`src/sv/sha_pkg.sv`:
```
// Package: types, constants and round functions for the SHA-256 stream hasher.
package sha_pkg;

  typedef struct packed {
    logic [7:0] message_byte;
    logic       byte_present;
    logic       last_byte;
  } sha_in_t;

  typedef struct packed {
    logic [31:0] digest_word;
    logic [2:0]  word_index;
    logic        last_word;
  } sha_out_t;

  // One queued operation for the back end.
  typedef struct packed {
    logic [7:0] data;
    logic       present;
    logic       last;
  } sha_op_t;

  typedef enum logic [2:0] {
    ST_IDLE,
    ST_PAD,
    ST_LEN,
    ST_COMP,
    ST_SUM,
    ST_OUT
  } sha_state_t;

  localparam int QueueDepth = 4;
  localparam logic [7:0] PadByte = 8'h80;

  localparam logic [31:0] InitChain [8] = '{
    32'h6a09e667, 32'hbb67ae85, 32'h3c6ef372, 32'ha54ff53a,
    32'h510e527f, 32'h9b05688c, 32'h1f83d9ab, 32'h5be0cd19};

  localparam logic [31:0] RoundK [64] = '{
    32'h428a2f98, 32'h71374491, 32'hb5c0fbcf, 32'he9b5dba5, 32'h3956c25b,
    32'h59f111f1, 32'h923f82a4, 32'hab1c5ed5, 32'hd807aa98, 32'h12835b01,
    32'h243185be, 32'h550c7dc3, 32'h72be5d74, 32'h80deb1fe, 32'h9bdc06a7,
    32'hc19bf174, 32'he49b69c1, 32'hefbe4786, 32'h0fc19dc6, 32'h240ca1cc,
    32'h2de92c6f, 32'h4a7484aa, 32'h5cb0a9dc, 32'h76f988da, 32'h983e5152,
    32'ha831c66d, 32'hb00327c8, 32'hbf597fc7, 32'hc6e00bf3, 32'hd5a79147,
    32'h06ca6351, 32'h14292967, 32'h27b70a85, 32'h2e1b2138, 32'h4d2c6dfc,
    32'h53380d13, 32'h650a7354, 32'h766a0abb, 32'h81c2c92e, 32'h92722c85,
    32'ha2bfe8a1, 32'ha81a664b, 32'hc24b8b70, 32'hc76c51a3, 32'hd192e819,
    32'hd6990624, 32'hf40e3585, 32'h106aa070, 32'h19a4c116, 32'h1e376c08,
    32'h2748774c, 32'h34b0bcb5, 32'h391c0cb3, 32'h4ed8aa4a, 32'h5b9cca4f,
    32'h682e6ff3, 32'h748f82ee, 32'h78a5636f, 32'h84c87814, 32'h8cc70208,
    32'h90befffa, 32'ha4506ceb, 32'hbef9a3f7, 32'hc67178f2};

  function automatic logic [31:0] rotr(input logic [31:0] v, input int n);
    rotr = (v >> n) | (v << (32 - n));
  endfunction

  function automatic logic [31:0] big_s0(input logic [31:0] a);
    big_s0 = rotr(a, 2) ^ rotr(a, 13) ^ rotr(a, 22);
  endfunction

  function automatic logic [31:0] big_s1(input logic [31:0] e);
    big_s1 = rotr(e, 6) ^ rotr(e, 11) ^ rotr(e, 25);
  endfunction

  function automatic logic [31:0] small_s0(input logic [31:0] w);
    small_s0 = rotr(w, 7) ^ rotr(w, 18) ^ (w >> 3);
  endfunction

  function automatic logic [31:0] small_s1(input logic [31:0] w);
    small_s1 = rotr(w, 17) ^ rotr(w, 19) ^ (w >> 10);
  endfunction

endpackage

```
`src/sv/sha_front.sv`:
```
// Front end: input transfer queue; idle items are dropped here.
module sha_front import sha_pkg::*; #(
  parameter int Depth = QueueDepth
) (
  input  logic    clk,
  input  logic    rst,
  input  sha_in_t in_data,
  input  logic    in_valid,
  output logic    in_ready,
  output sha_op_t op,
  output logic    op_valid,
  input  logic    op_ready
);
  localparam int AW = (Depth > 1) ? $clog2(Depth) : 1;

  sha_op_t        mem [Depth];
  logic [AW-1:0]  wr_ptr;
  logic [AW-1:0]  rd_ptr;
  logic [AW:0]    count;
  logic           push;
  logic           pop;
  logic           useful;

  assign useful   = in_data.byte_present | in_data.last_byte;
  assign in_ready = (count != (AW + 1)'(Depth));
  assign push     = in_valid & in_ready & useful;
  assign op_valid = (count != '0);
  assign pop      = op_valid & op_ready;
  assign op       = mem[rd_ptr];

  always_ff @(posedge clk) begin
    if (push) begin
      mem[wr_ptr] <= '{data: in_data.message_byte, present: in_data.byte_present,
                       last: in_data.last_byte};
    end
  end

  always_ff @(posedge clk) begin
    if (rst) begin
      wr_ptr <= '0;
      rd_ptr <= '0;
      count  <= '0;
    end else begin
      if (push) wr_ptr <= (wr_ptr == AW'(Depth - 1)) ? '0 : wr_ptr + 1'b1;
      if (pop)  rd_ptr <= (rd_ptr == AW'(Depth - 1)) ? '0 : rd_ptr + 1'b1;
      count <= count + (AW + 1)'(push) - (AW + 1)'(pop);
    end
  end
endmodule

```
`src/sv/sha_core.sv`:
```
// Back end: block buffer, padding sequencer, 64-round compression, digest output.
module sha_core import sha_pkg::*; (
  input  logic     clk,
  input  logic     rst,
  input  sha_op_t  op,
  input  logic     op_valid,
  output logic     op_ready,
  output sha_out_t out_data,
  output logic     out_valid,
  input  logic     out_ready
);
  sha_state_t  state, state_next;
  logic [31:0] buf_w [16];
  logic [31:0] w [16];
  logic [31:0] chain [8];
  logic [31:0] a, b, c, d, e, f, g, h;
  logic [5:0]  fill;
  logic [63:0] bit_len;
  logic [5:0]  round;
  logic        final_blk;
  logic        need_len;
  logic        pend_last;
  logic [2:0]  out_idx;
  logic        start_comp;
  logic [31:0] w_cur, w_new, t1, t2;
  logic [3:0]  wi;
  logic [1:0]  bi;
  logic        wr_en;
  logic [7:0]  wr_byte;
  logic [5:0]  wr_addr;

  assign op_ready  = (state == ST_IDLE);
  assign out_valid = (state == ST_OUT);
  assign out_data  = '{digest_word: chain[out_idx], word_index: out_idx,
                       last_word: (out_idx == 3'd7)};

  assign w_new = small_s1(w[4'(round - 6'd2)]) + w[4'(round - 6'd7)] +
                 small_s0(w[4'(round - 6'd15)]) + w[round[3:0]];
  assign w_cur = (round < 6'd16) ? buf_w[round[3:0]] : w_new;
  assign t1 = h + big_s1(e) + ((e & f) ^ (~e & g)) + RoundK[round] + w_cur;
  assign t2 = big_s0(a) + ((a & b) ^ (a & c) ^ (b & c));

  assign bi = wr_addr[1:0];
  assign wi = wr_addr[5:2];

  always_comb begin
    state_next = state;
    start_comp = 1'b0;
    wr_en      = 1'b0;
    wr_byte    = op.data;
    wr_addr    = fill;
    case (state)
      ST_IDLE: begin
        if (op_valid) begin
          if (op.present) begin
            wr_en = 1'b1;
            if (fill == 6'd63) begin
              state_next = ST_COMP;
              start_comp = 1'b1;
            end else if (op.last) begin
              state_next = ST_PAD;
            end
          end else begin
            state_next = ST_PAD;
          end
        end
      end
      ST_PAD: begin
        wr_en   = 1'b1;
        wr_byte = PadByte;
        if (fill >= 6'd56) begin
          state_next = ST_COMP;
          start_comp = 1'b1;
        end else begin
          state_next = ST_LEN;
        end
      end
      ST_LEN: begin
        state_next = ST_COMP;
        start_comp = 1'b1;
      end
      ST_COMP: if (round == 6'd63) state_next = ST_SUM;
      ST_SUM: begin
        if (final_blk) state_next = ST_OUT;
        else if (need_len) state_next = ST_LEN;
        else if (pend_last) state_next = ST_PAD;
        else state_next = ST_IDLE;
      end
      ST_OUT: if (out_ready && out_idx == 3'd7) state_next = ST_IDLE;
      default: state_next = ST_IDLE;
    endcase
  end

  // Buffer holds bytes packed big-endian into words; unwritten tail bytes
  // are zeroed as padding is applied.
  always_ff @(posedge clk) begin
    if (wr_en) begin
      buf_w[wi][8*(3-bi) +: 8] <= wr_byte;
      if (state == ST_PAD) begin
        for (int k = 0; k < 4; k++) if (k > int'(bi)) buf_w[wi][8*(3-k) +: 8] <= 8'h00;
        for (int j = 0; j < 16; j++) if (j > int'(wi)) buf_w[j] <= '0;
      end
    end
    if (state == ST_LEN) begin
      if (need_len) begin
        for (int j = 0; j < 14; j++) buf_w[j] <= '0;
      end
      buf_w[14] <= bit_len[63:32];
      buf_w[15] <= bit_len[31:0];
    end
  end

  always_ff @(posedge clk) begin
    if (state == ST_COMP) begin
      w[round[3:0]] <= w_cur;
      h <= g; g <= f; f <= e; e <= d + t1;
      d <= c; c <= b; b <= a; a <= t1 + t2;
    end else if (start_comp) begin
      a <= chain[0]; b <= chain[1]; c <= chain[2]; d <= chain[3];
      e <= chain[4]; f <= chain[5]; g <= chain[6]; h <= chain[7];
    end
  end

  always_ff @(posedge clk) begin
    if (rst) begin
      state     <= ST_IDLE;
      fill      <= '0;
      bit_len   <= '0;
      round     <= '0;
      final_blk <= 1'b0;
      need_len  <= 1'b0;
      pend_last <= 1'b0;
      out_idx   <= '0;
      for (int k = 0; k < 8; k++) chain[k] <= InitChain[k];
    end else begin
      state <= state_next;
      case (state)
        ST_IDLE: begin
          if (op_valid) begin
            final_blk <= 1'b0;
            if (op.present) begin
              fill    <= fill + 6'd1;
              bit_len <= bit_len + 64'd8;
              // closing byte fills the block: pad after this compression
              if (op.last && fill == 6'd63) pend_last <= 1'b1;
            end
          end
        end
        ST_PAD: begin
          fill      <= fill + 6'd1;
          // pad in the last eight bytes: length goes in an extra block
          final_blk <= (fill < 6'd56);
          need_len  <= (fill >= 6'd56);
          pend_last <= 1'b0;
        end
        ST_LEN: begin
          final_blk <= 1'b1;
          need_len  <= 1'b0;
        end
        ST_COMP: round <= round + 6'd1;
        ST_SUM: begin
          for (int k = 0; k < 8; k++) chain[k] <= chain[k] + (k == 0 ? a : k == 1 ? b :
            k == 2 ? c : k == 3 ? d : k == 4 ? e : k == 5 ? f : k == 6 ? g : h);
          fill <= '0;
        end
        ST_OUT: begin
          if (out_ready) begin
            out_idx <= out_idx + 3'd1;
            if (out_idx == 3'd7) begin
              fill    <= '0;
              bit_len <= '0;
              for (int k = 0; k < 8; k++) chain[k] <= InitChain[k];
            end
          end
        end
        default: ;
      endcase
    end
  end
endmodule

```
`src/sv/sha256_stream_hasher.sv`:
```
// Top level of the SHA-256 stream hasher.
// Bytes are accepted one per transfer into a short queue and absorbed by
// the back end at one per cycle while it is idle; the cycle that takes every
// 64th byte also loads the round registers, then 64 rounds run one per cycle
// and a sum state adds the result into the chain, and no byte is taken
// until that block is done. A closing transfer adds padding: one
// compression suffices unless the pad byte lands in the last eight bytes
// of a block or the closing byte fills a block, when a second block is
// compressed. The eight digest words then follow, word 0 first, one per
// cycle while the receiver is ready, after which the block is back at its
// initial state.
module sha256_stream_hasher import sha_pkg::*; #(
  parameter int QDepth = QueueDepth
) (
  input  logic     clk,
  input  logic     rst,
  input  sha_in_t  in_data,
  input  logic     in_valid,
  output logic     in_ready,
  output sha_out_t out_data,
  output logic     out_valid,
  input  logic     out_ready
);
  sha_op_t op;
  logic    op_valid;
  logic    op_ready;

  sha_front #(.Depth(QDepth)) u_front (
    .clk, .rst, .in_data, .in_valid, .in_ready,
    .op, .op_valid, .op_ready
  );

  sha_core u_core (
    .clk, .rst, .op, .op_valid, .op_ready,
    .out_data, .out_valid, .out_ready
  );
endmodule
```
`config.mk`:
```
export PLATFORM = sky130hd
export DESIGN_NAME = sha256_stream_hasher
export DESIGN_NICKNAME = d
export VERILOG_FILES = /design/src/sv/sha_pkg.sv /design/src/sv/sha_front.sv /design/src/sv/sha_core.sv /design/src/sv/sha256_stream_hasher.sv
export SDC_FILE = /design/constraint.sdc
export NUM_CORES = 2
export LEC_CHECK = 0
export BUFFER_PORTS_ARGS = -buffer_cell sky130_fd_sc_hd__buf_2
export CAP_MARGIN = 0
export CELL_PAD_IN_SITES_DETAIL_PLACEMENT = 1
export CELL_PAD_IN_SITES_GLOBAL_PLACEMENT = 2
export CORE_MARGIN = 5
export CORE_UTILIZATION = 40
export CTS_CLUSTER_SIZE = 25
export DETAILED_ROUTE_END_ITERATION = 8
export GPL_TIMING_DRIVEN = 0
export PLACE_DENSITY_LB_ADDON = 0.3
export SYNTH_ARGS = -nofsm -noshare
export SYNTH_HDL_FRONTEND = slang
export SYNTH_HIERARCHICAL = 1
export SYNTH_SLANG_ARGS = --single-unit
```
`constraint.sdc`:
```
create_clock -name clk -period 14.1 [get_ports clk]
set_clock_uncertainty 0.05 [all_clocks]
set_input_delay 2.82 -clock clk [delete_from_list [all_inputs] [get_ports clk]]
set_output_delay 2.82 -clock clk [all_outputs]
set_load 0.01 [all_outputs]
```
== Yosys cells after proc, flatten, opt, wreduce, memory -nomap -nowiden ==
Memory sizes are Yosys's and may differ from the RTL's. A register that Yosys moved wholly into a read port is not among the register bits.
Index checks and enable logic that the tools add are counted.

* Add/sub/neg operators: 31
* Magnitude comparators: 22
* Eq/ne operators: 19
* Shift-type cells: 2
* Mux-type cells: 217
* Bitwise logic cells: 87
* Reduce and logical (&&, ||, !) cells: 17

{| class="wikitable"
|+ Operators by type and width
! kind !! count
|-
| 2-to-1 mux 32 bit || 53
|-
| adder 32 bit || 18
|-
| bitwise XOR 32 bit || 9
|-
| 2-to-1 mux 64 bit || 4
|-
| bitwise AND 32 bit || 5
|-
| 2-to-1 mux 1 bit || 128
|-
| one-hot mux 64 bit (2 select lines) || 1
|-
| adder 64 x 4 -> 64 bit (second input constant) || 1
|-
| bitwise OR 1 bit || 56
|-
| negation 32 -> 34 bit || 1
|-
| variable shift 8 x 34 -> 32 bit (first input constant) || 1
|-
| indexed part select 8 x 34 -> 32 bit || 1
|-
| greater-than comparator 4 bit (first input constant) || 8
|-
| NOT 32 bit || 1
|-
| bitwise OR 10 x 32 -> 32 bit || 1
|-
| bitwise OR 13 x 32 -> 32 bit || 1
|-
| bitwise OR 14 x 32 -> 32 bit || 1
|-
| bitwise OR 15 x 32 -> 32 bit || 1
|-
| bitwise OR 19 x 32 -> 32 bit || 1
|-
| bitwise OR 21 x 32 -> 32 bit || 1
|-
| bitwise OR 25 x 32 -> 32 bit || 1
|-
| bitwise OR 26 x 32 -> 32 bit || 1
|-
| bitwise OR 30 x 32 -> 32 bit || 1
|-
| bitwise OR 7 x 32 -> 32 bit || 1
|-
| other kinds (49) || 98
|}

* Register bits: 348
* RAM bits: 1320
* Memory bits (read-only): 2048
* Bits of input ports: 14
* Output and inout bits: 38
* Logic and storage cells: 419
* Memories: 5

{| class="wikitable"
|+ Memory list
! memory !! words !! width !! rd ports !! clocked after memory_dff !! write ports !! RTL line !! text
|-
| (no name shown) || 64 || 32 || 1 || 0 || 0 || sha_core.sv:40 || <nowiki>assign t1 = h + big_s1(e) + ((e & f) ^ (~e & g)) + RoundK[round] + w_cur;</nowiki>
|-
| u_core.buf_w || 16 || 32 || 1 || 1 || 16 || sha_core.sv:13 || <nowiki>logic [31:0] buf_w [16];</nowiki>
|-
| u_core.w || 16 || 32 || 4 || 1 || 1 || sha_core.sv:14 || <nowiki>logic [31:0] w [16];</nowiki>
|-
| u_core.chain || 8 || 32 || 9 || 1 || 8 || sha_core.sv:15 || <nowiki>logic [31:0] chain [8];</nowiki>
|-
| u_front.mem || 4 || 10 || 1 || 1 || 1 || sha_front.sv:16 || <nowiki>sha_op_t mem [Depth];</nowiki>
|}

== Depth between registers and ports, before layout ==
An unclocked memory read counts as a cell.

* Word-level depth: 12
* Mapped depth: 58
* Depth with buffers taken out: 52

== Cells and area by module ==
Netlist, hierarchy kept.

{| class="wikitable"
|+ Modules (own cells, without submodules)
! module !! times used !! cells each !! area each (µm²) !! seq. area each (µm²)
|-
| sha_core || 1 || 9540 || 103962.2 || 42140.4
|-
| sha_front || 1 || 104 || 1926.8 || 1381.3
|}

== Worst setup path after synthesis ==
OpenSTA, ideal clock, no wires.

* Path kind: flip-flop to flip-flop
* From: register u_core.fill[4]
* To: register u_core.a[0] (enable)
* Setup time: 0.957 ns
* Arrival time: 13.427 ns
* Data required time: 13.093 ns
* Slack: -0.334 ns
* Cell stages (with the launch flop): 7
* Buffers on the path: 2
* Period minus slack after synthesis: 14.434 ns
* Cell sequence: dfxtp_1 clkbuf_1 and2_1 clkbuf_1 and3_1 nand3_1 a21oi_1

* Cells in the longest elaborated chain, start to end: 6
* Elaborated cells between the ends (all ways): 8
* Classes of those cells: order compare: 1; eq/ne: 1; mux: 5; reduce/logical: 1

{| class="wikitable"
|+ Ends and longest elaborated chain
! what !! RTL line !! text
|-
| from (decl) || sha_core.sv:17 || <nowiki>logic [5:0] fill;</nowiki>
|-
| from (signal assigned) || sha_core.sv:142 || <nowiki>fill <= fill + 6'd1;</nowiki>
|-
| from (signal assigned) || sha_core.sv:150 || <nowiki>fill <= fill + 6'd1;</nowiki>
|-
| parallel branches: the longest is 4 deep, another holds >= comparator 6 bit || -- ||
|-
| one-hot mux 1 bit (3 select lines) (*) || sha_core.sv:52 || <nowiki>case (state)</nowiki>
|-
| nonzero test 2 bit (no line) (*) || -- ||
|-
| to (signal assigned) || sha_core.sv:119 || <nowiki>a <= chain[0]; b <= chain[1]; c <= chain[2]; d <= chain[3];</nowiki>
|-
| to (decl) || sha_core.sv:16 || <nowiki>logic [31:0] a, b, c, d, e, f, g, h;</nowiki>
|}

Every way passes the cells marked *.
A chain may end at the register's enable or synchronous reset.

== Worst setup path after layout ==
* From: register u_core.round[2]
* To: register u_core.a[28] (data pin)

* Cells in the longest elaborated chain, start to end: 12
* Elaborated cells between the ends (all ways): 25
* Classes of those cells: add/sub: 9; order compare: 1; mux: 4; bitwise: 9; memory: 2

{| class="wikitable"
|+ Ends and longest elaborated chain
! what !! RTL line !! text
|-
| from (decl) || sha_core.sv:19 || <nowiki>logic [5:0] round;</nowiki>
|-
| from (signal assigned) || sha_core.sv:160 || <nowiki>ST_COMP: round <= round + 6'd1;</nowiki>
|-
| subtractor 4 x 2 -> 4 bit || sha_core.sv:37 || <nowiki>assign w_new = small_s1(w[4'(round - 6'd2)]) + w[4'(round - 6'd7)] +</nowiki>
|-
| memory (16 x 32 bit) || -- ||
|-
| bitwise OR 15 x 32 -> 32 bit or bitwise OR 13 x 32 -> 32 bit (tied branches) || sha_pkg.sv:55 || <nowiki>rotr = (v >> n) | (v << (32 - n));</nowiki>
|-
| bitwise XOR 32 bit || sha_pkg.sv:71 || <nowiki>small_s1 = rotr(w, 17) ^ rotr(w, 19) ^ (w >> 10);</nowiki>
|-
| bitwise XOR 32 x 22 -> 32 bit || sha_pkg.sv:71 ||
|-
| adder 32 bit (2 in series) || sha_core.sv:37 ||
|-
| adder 32 bit || sha_core.sv:38 || <nowiki>small_s0(w[4'(round - 6'd15)]) + w[round[3:0]];</nowiki>
|-
| 2-to-1 mux 32 bit (*) || sha_core.sv:39 || <nowiki>assign w_cur = (round < 6'd16) ? buf_w[round[3:0]] : w_new;</nowiki>
|-
| net u_core.w_cur[14] || sha_core.sv:25 || <nowiki>logic [31:0] w_cur, w_new, t1, t2;</nowiki>
|-
| adder 32 bit (*) || sha_core.sv:40 ||
|-
| adder 32 bit (*) || sha_core.sv:117 || <nowiki>d <= c; c <= b; b <= a; a <= t1 + t2;</nowiki>
|-
| 2-to-1 mux 32 bit (*) || sha_core.sv:114 || <nowiki>if (state == ST_COMP) begin</nowiki>
|}

The timed path passes the listed nets; every way through them passes the cells marked *. The select of a mux whose other input is x is not followed.

==> results by stage <==
CTS:
- The number of CTS-inserted buffers is 206.
- The buffer levels on the longest clock path is 4.
- The number of sinks driven by the clock tree is 1674.
- The root buffer cell chosen for the clock tree is sky130_fd_sc_hd__clkbuf_16.
- TritonCTS built the clock tree.
- The later pin in the worst-skew pair is clocked with a latency of 0.89 ns.
- The clock transition at the registers of the reported paths is 0.06 ns.
- After clock tree synthesis, the flow added hold-fix buffers numbering 0.
- The number of H-tree levels is 4.

Setup path:
- The worst-path cell with the longest stage delay is sky130_fd_sc_hd__or4b_2.
- The setup path with the least slack is of type reg -> reg.
- The kind of start point of the critical path is a register.
- By instance count, the cell type seen most on the critical path is sky130_fd_sc_hd__fa_1.
- On the worst path, the slowest cell contributes a delay of 0.62 ns.
- The critical path arrival is 14.59 ns.
- The category of the worst setup path capture point is a register.
- Along the worst path, the maximum fanout reaches 19.
- STA puts the critical path data required time at 14.77 ns.

Placement:
- The pre-CTS setup slack is -6.08 ns.
- The global placer's final weighted congestion is 0.972.
- The cell area after placement is 112000 sq um.
- The placed wire-length estimate after detailed placement is 365000 microns.
- Port buffering added 51 buffers.

Routing:
- The pre-antenna-repair detailed-routing pass consisted of 8 iterations.
- The violation count after the first detailed-routing iteration is 10315.
- The via density per instance is 6.38.
- In the final routed layout, each cell accounts on average for 34.9 microns.
- The detail route stage leaves a number of antenna-violating nets equal to 0.
- After detailed routing, the number of remaining DRC violations is 0.
- After detailed routing, the total wire length is 479000 microns.
- The via count is 87321.

Timing:
- The transition time of the tightest slew-check pin is 1.60 ns.
- The relative slew slack is -6.37%.
- Derived from the worst setup path, the maximum achievable clock frequency is 0.0718 GHz.
- The post-layout minimum cycle time is 13.93 ns.
- Once routing completed, OpenROAD measured the worst setup slack at 0.174 ns.
- The worst path uses 98.8% of the clock period.
- The number of hold-slack violations in the final timing report is 0.
- Setup repair after global routing could not meet its margin everywhere.
- The number of setup violations in the final report is 0.
- The number of max-slew violations in the final report came to 49.
- Across all hold checks on the routed design, the worst slack comes to 0.427 ns.

Floorplanning:
- The effective utilization at floorplan is 40.3%.
- The floorplan has 188 rows.
- The number of top-level design ports is 52.
- The area inside the core boundary is 263000 sq um.
- In this run the horizontal extent of the chip is 525 microns.
- The die footprint is 275000 sq um.
- Measured along the y axis, the die boundary spans 525 microns.

Yosys:
- By area the synthesized netlist is led by sky130_fd_sc_hd__edfxtp_1, sky130_fd_sc_hd__mux4_2, sky130_fd_sc_hd__dfxtp_1, sky130_fd_sc_hd__ha_1, sky130_fd_sc_hd__nand2_1.
- The share of the synthesized area in the top cell type is 28.4%.
- In the synthesized netlist the async set-or-reset flop fraction comes to 0%.
- The top cell type by total area after synthesis is sky130_fd_sc_hd__edfxtp_1.
- The synthesis warning total is 6.
- Synthesis produced 9644 cells.
- The fraction of the yosys area taken by sequential cells is 41.1%.
- In the synthesized netlist the dominant register cell turns out to be sky130_fd_sc_hd__edfxtp_1.
- Synthesis instantiated 96 different standard cells from the library.
- The number of nets handed over by synthesis was 10270.
- The post-synthesis instance area is 106000 sq um.
- The average instance area after synthesis is 11.0 sq um.
- The synthesized design contains 1000 enable-type register cells.
- The register bit total from synthesis is 1674.

Finish:
- The layout overhead on the synthesized area is 13.2%.
- The share of post-route cells with drive strength above 1 is 15.3%.
- The number of nets in the layout is 10628.
- The area of all placed cells without fillers is 120000 sq um.
- Counting the fill cells in the layout gives 28422.
- The utilization after layout is 45.6%.

GRT:
- In the global route stage, overall resource usage came out at 33.5%.
- The number of antenna violations at the first check in global routing came to 29.
- Entering global routing, the biggest net connects 63 pins.
- The first global-routing pass estimated 667000 microns of wire.
- The via count of the first global-routing pass is 87763.
- For this run the aggregate overflow at the end of global routing stands at 0.

Run status:
- The final reports fail on capacitance limit, slew limit.
- The flow ran to the end, but the final reports show violations.

Worst hold path:
- The kind of path behind the tightest hold check is reg -> reg.

Run:
- The number of max-cap violations is 5.
-- cell families (layout without fill, tap and decap cells) --
group / after synthesis / in the layout / share of synthesized area, %
flip-flops: 1674 / 1674 / 41.1
adder cells (fa/ha/maj): 635 / 635 / 8.84
buffers and inverters: 1013 / 1531 / 3.66
multiplexers: 1152 / 1152 / 19.8
other: 0 / 18 / 0
AND/OR/NAND/NOR: 2795 / 2796 / 11.4
AO/OA/AOI/OAI: 1803 / 1803 / 10.4
XOR/XNOR: 572 / 572 / 4.75
-- flip-flops by register name, indices dropped and copies added, names as in the netlist, 40 cells and up, named ones only --
signal          count
u_core/bit_len     61
u_core/buf_w      512
u_core/chain      256
u_core/w          512
u_front/mem        40
-- cell usage in the layout, fill, tap and decap left out, drive strengths merged, types with 74 or more instances in the layout --
cell type,count
edfxtp,1000
o21a,74
inv,417
buf,293
nor3,124
clkbuf,720
o21ai,486
fa,196
xnor2,369
dfxtp,674
mux2i,340
nor2,865
mux4,748
xor2,203
nand2,1245
a21o,206
nand3,148
ha,416
a21oi,591
-- area by class of cell --
type	instances	area [sq um]	share of cell area (%)
diodes	18	45.0	0.0376
repair buffers	159	1590	1.33
flip-flops and latches	1674	43500	36.3
well taps	3515	4400	3.67
clock inverters	94	903	0.754
multi-input cells	6958	59400	49.6
plain buffers	585	2720	2.27
inverters	418	1600	1.34
clock buffers	275	5660	4.72
-- repair_timing --
| action | in CTS | in global routing |
|---|---|---|
| cloned | 0 | 1 |
| pin swaps | 13 | 24 |
| buffers inserted | 18 | 26 |
| resized for setup | 243 | 96 |
| setup endpoints to repair | 59 | 19 |
-- critical path, delay by kind of cell, from the launching register on --
kind | cells | cell delay [ns]
compound gates | 9 | 2.34
xor+xnor | 2 | 0.60
fa+ha+maj | 10 | 4.62
buf+inv | 12 | 3.06
flops | 1 | 0.56
mux | 1 | 0.46
simple gates | 8 | 2.00
-- synth_stat cells, types with 15 or more instances --
| cell | n |
|---|---|
| sky130_fd_sc_hd__nand2_1 | 1242 |
| sky130_fd_sc_hd__edfxtp_1 | 1000 |
| sky130_fd_sc_hd__nor2_1 | 864 |
| sky130_fd_sc_hd__mux4_2 | 739 |
| sky130_fd_sc_hd__dfxtp_1 | 674 |
| sky130_fd_sc_hd__a21oi_1 | 590 |
| sky130_fd_sc_hd__o21ai_0 | 482 |
| sky130_fd_sc_hd__clkbuf_1 | 439 |
| sky130_fd_sc_hd__ha_1 | 416 |
| sky130_fd_sc_hd__inv_1 | 415 |
| sky130_fd_sc_hd__xnor2_1 | 367 |
| sky130_fd_sc_hd__mux2i_1 | 340 |
| sky130_fd_sc_hd__a21o_1 | 206 |
| sky130_fd_sc_hd__xor2_1 | 203 |
| sky130_fd_sc_hd__fa_1 | 196 |
| sky130_fd_sc_hd__nand3_1 | 148 |
| sky130_fd_sc_hd__nor3_1 | 123 |
| sky130_fd_sc_hd__buf_1 | 111 |
| sky130_fd_sc_hd__o21a_1 | 74 |
| sky130_fd_sc_hd__mux2_2 | 64 |
| sky130_fd_sc_hd__and3_1 | 58 |
| sky130_fd_sc_hd__nor2b_1 | 55 |
| sky130_fd_sc_hd__a211oi_1 | 53 |
| sky130_fd_sc_hd__nand2b_1 | 52 |
| sky130_fd_sc_hd__a31oi_1 | 48 |
| sky130_fd_sc_hd__or3_1 | 48 |
| sky130_fd_sc_hd__o211ai_1 | 47 |
| sky130_fd_sc_hd__and2_1 | 43 |
| sky130_fd_sc_hd__o21bai_1 | 42 |
| sky130_fd_sc_hd__buf_2 | 40 |
| sky130_fd_sc_hd__o31ai_1 | 32 |
| sky130_fd_sc_hd__nand4_1 | 30 |
| sky130_fd_sc_hd__maj3_1 | 23 |
| sky130_fd_sc_hd__a21boi_0 | 20 |
| sky130_fd_sc_hd__a221oi_1 | 18 |
| sky130_fd_sc_hd__and2_0 | 18 |
| sky130_fd_sc_hd__nor3b_1 | 18 |
| sky130_fd_sc_hd__nor4_1 | 17 |
| sky130_fd_sc_hd__or2_2 | 17 |
| sky130_fd_sc_hd__nand3b_1 | 16 |
| sky130_fd_sc_hd__a22oi_1 | 15 |
| sky130_fd_sc_hd__o22ai_1 | 15 |
-- final timing paths --
check                                         from                 end  slack (ns)  depth (start not counted)
worst max-delay path               u_core/round[2]        u_core/a[28]        0.17                         42
worst min-delay path            u_core/buf_w[7][6]  u_core/buf_w[7][6]        0.43                          2
worst max register to register     u_core/round[2]        u_core/a[28]        0.17                         42
worst min register to register  u_core/buf_w[7][6]  u_core/buf_w[7][6]        0.43                          2
-- through the flow --
| step | TNS [ns] | cells |
|---|---|---|
| 2_1_floorplan | 0 | 9644 |
| 3_3_place_gp | -615.57 | 13210 |
| 3_5_place_dp | -237.29 | 13271 |
| 4_1_cts | 0 | 13654 |
| 5_1_grt | -0.170 | 13681 |
| 6_report | 0 | 13696 |
-- per-layer routing --
| metal | routed length (microns) | vias to the layer above | GRT usage [%] |
|---|---|---|---|
| met5 | 59 | - | 0 |
| met4 | 26400 | 8 | 15.0 |
| met3 | 48900 | 1142 | 8.25 |
| met2 | 211000 | 5033 | 51.5 |
| met1 | 192000 | 45013 | 45.0 |
| li1 | - | 36125 | - |
Power is not shown: default switching activity piles up to over one toggle a cycle in this logic, so the estimate is an artifact.
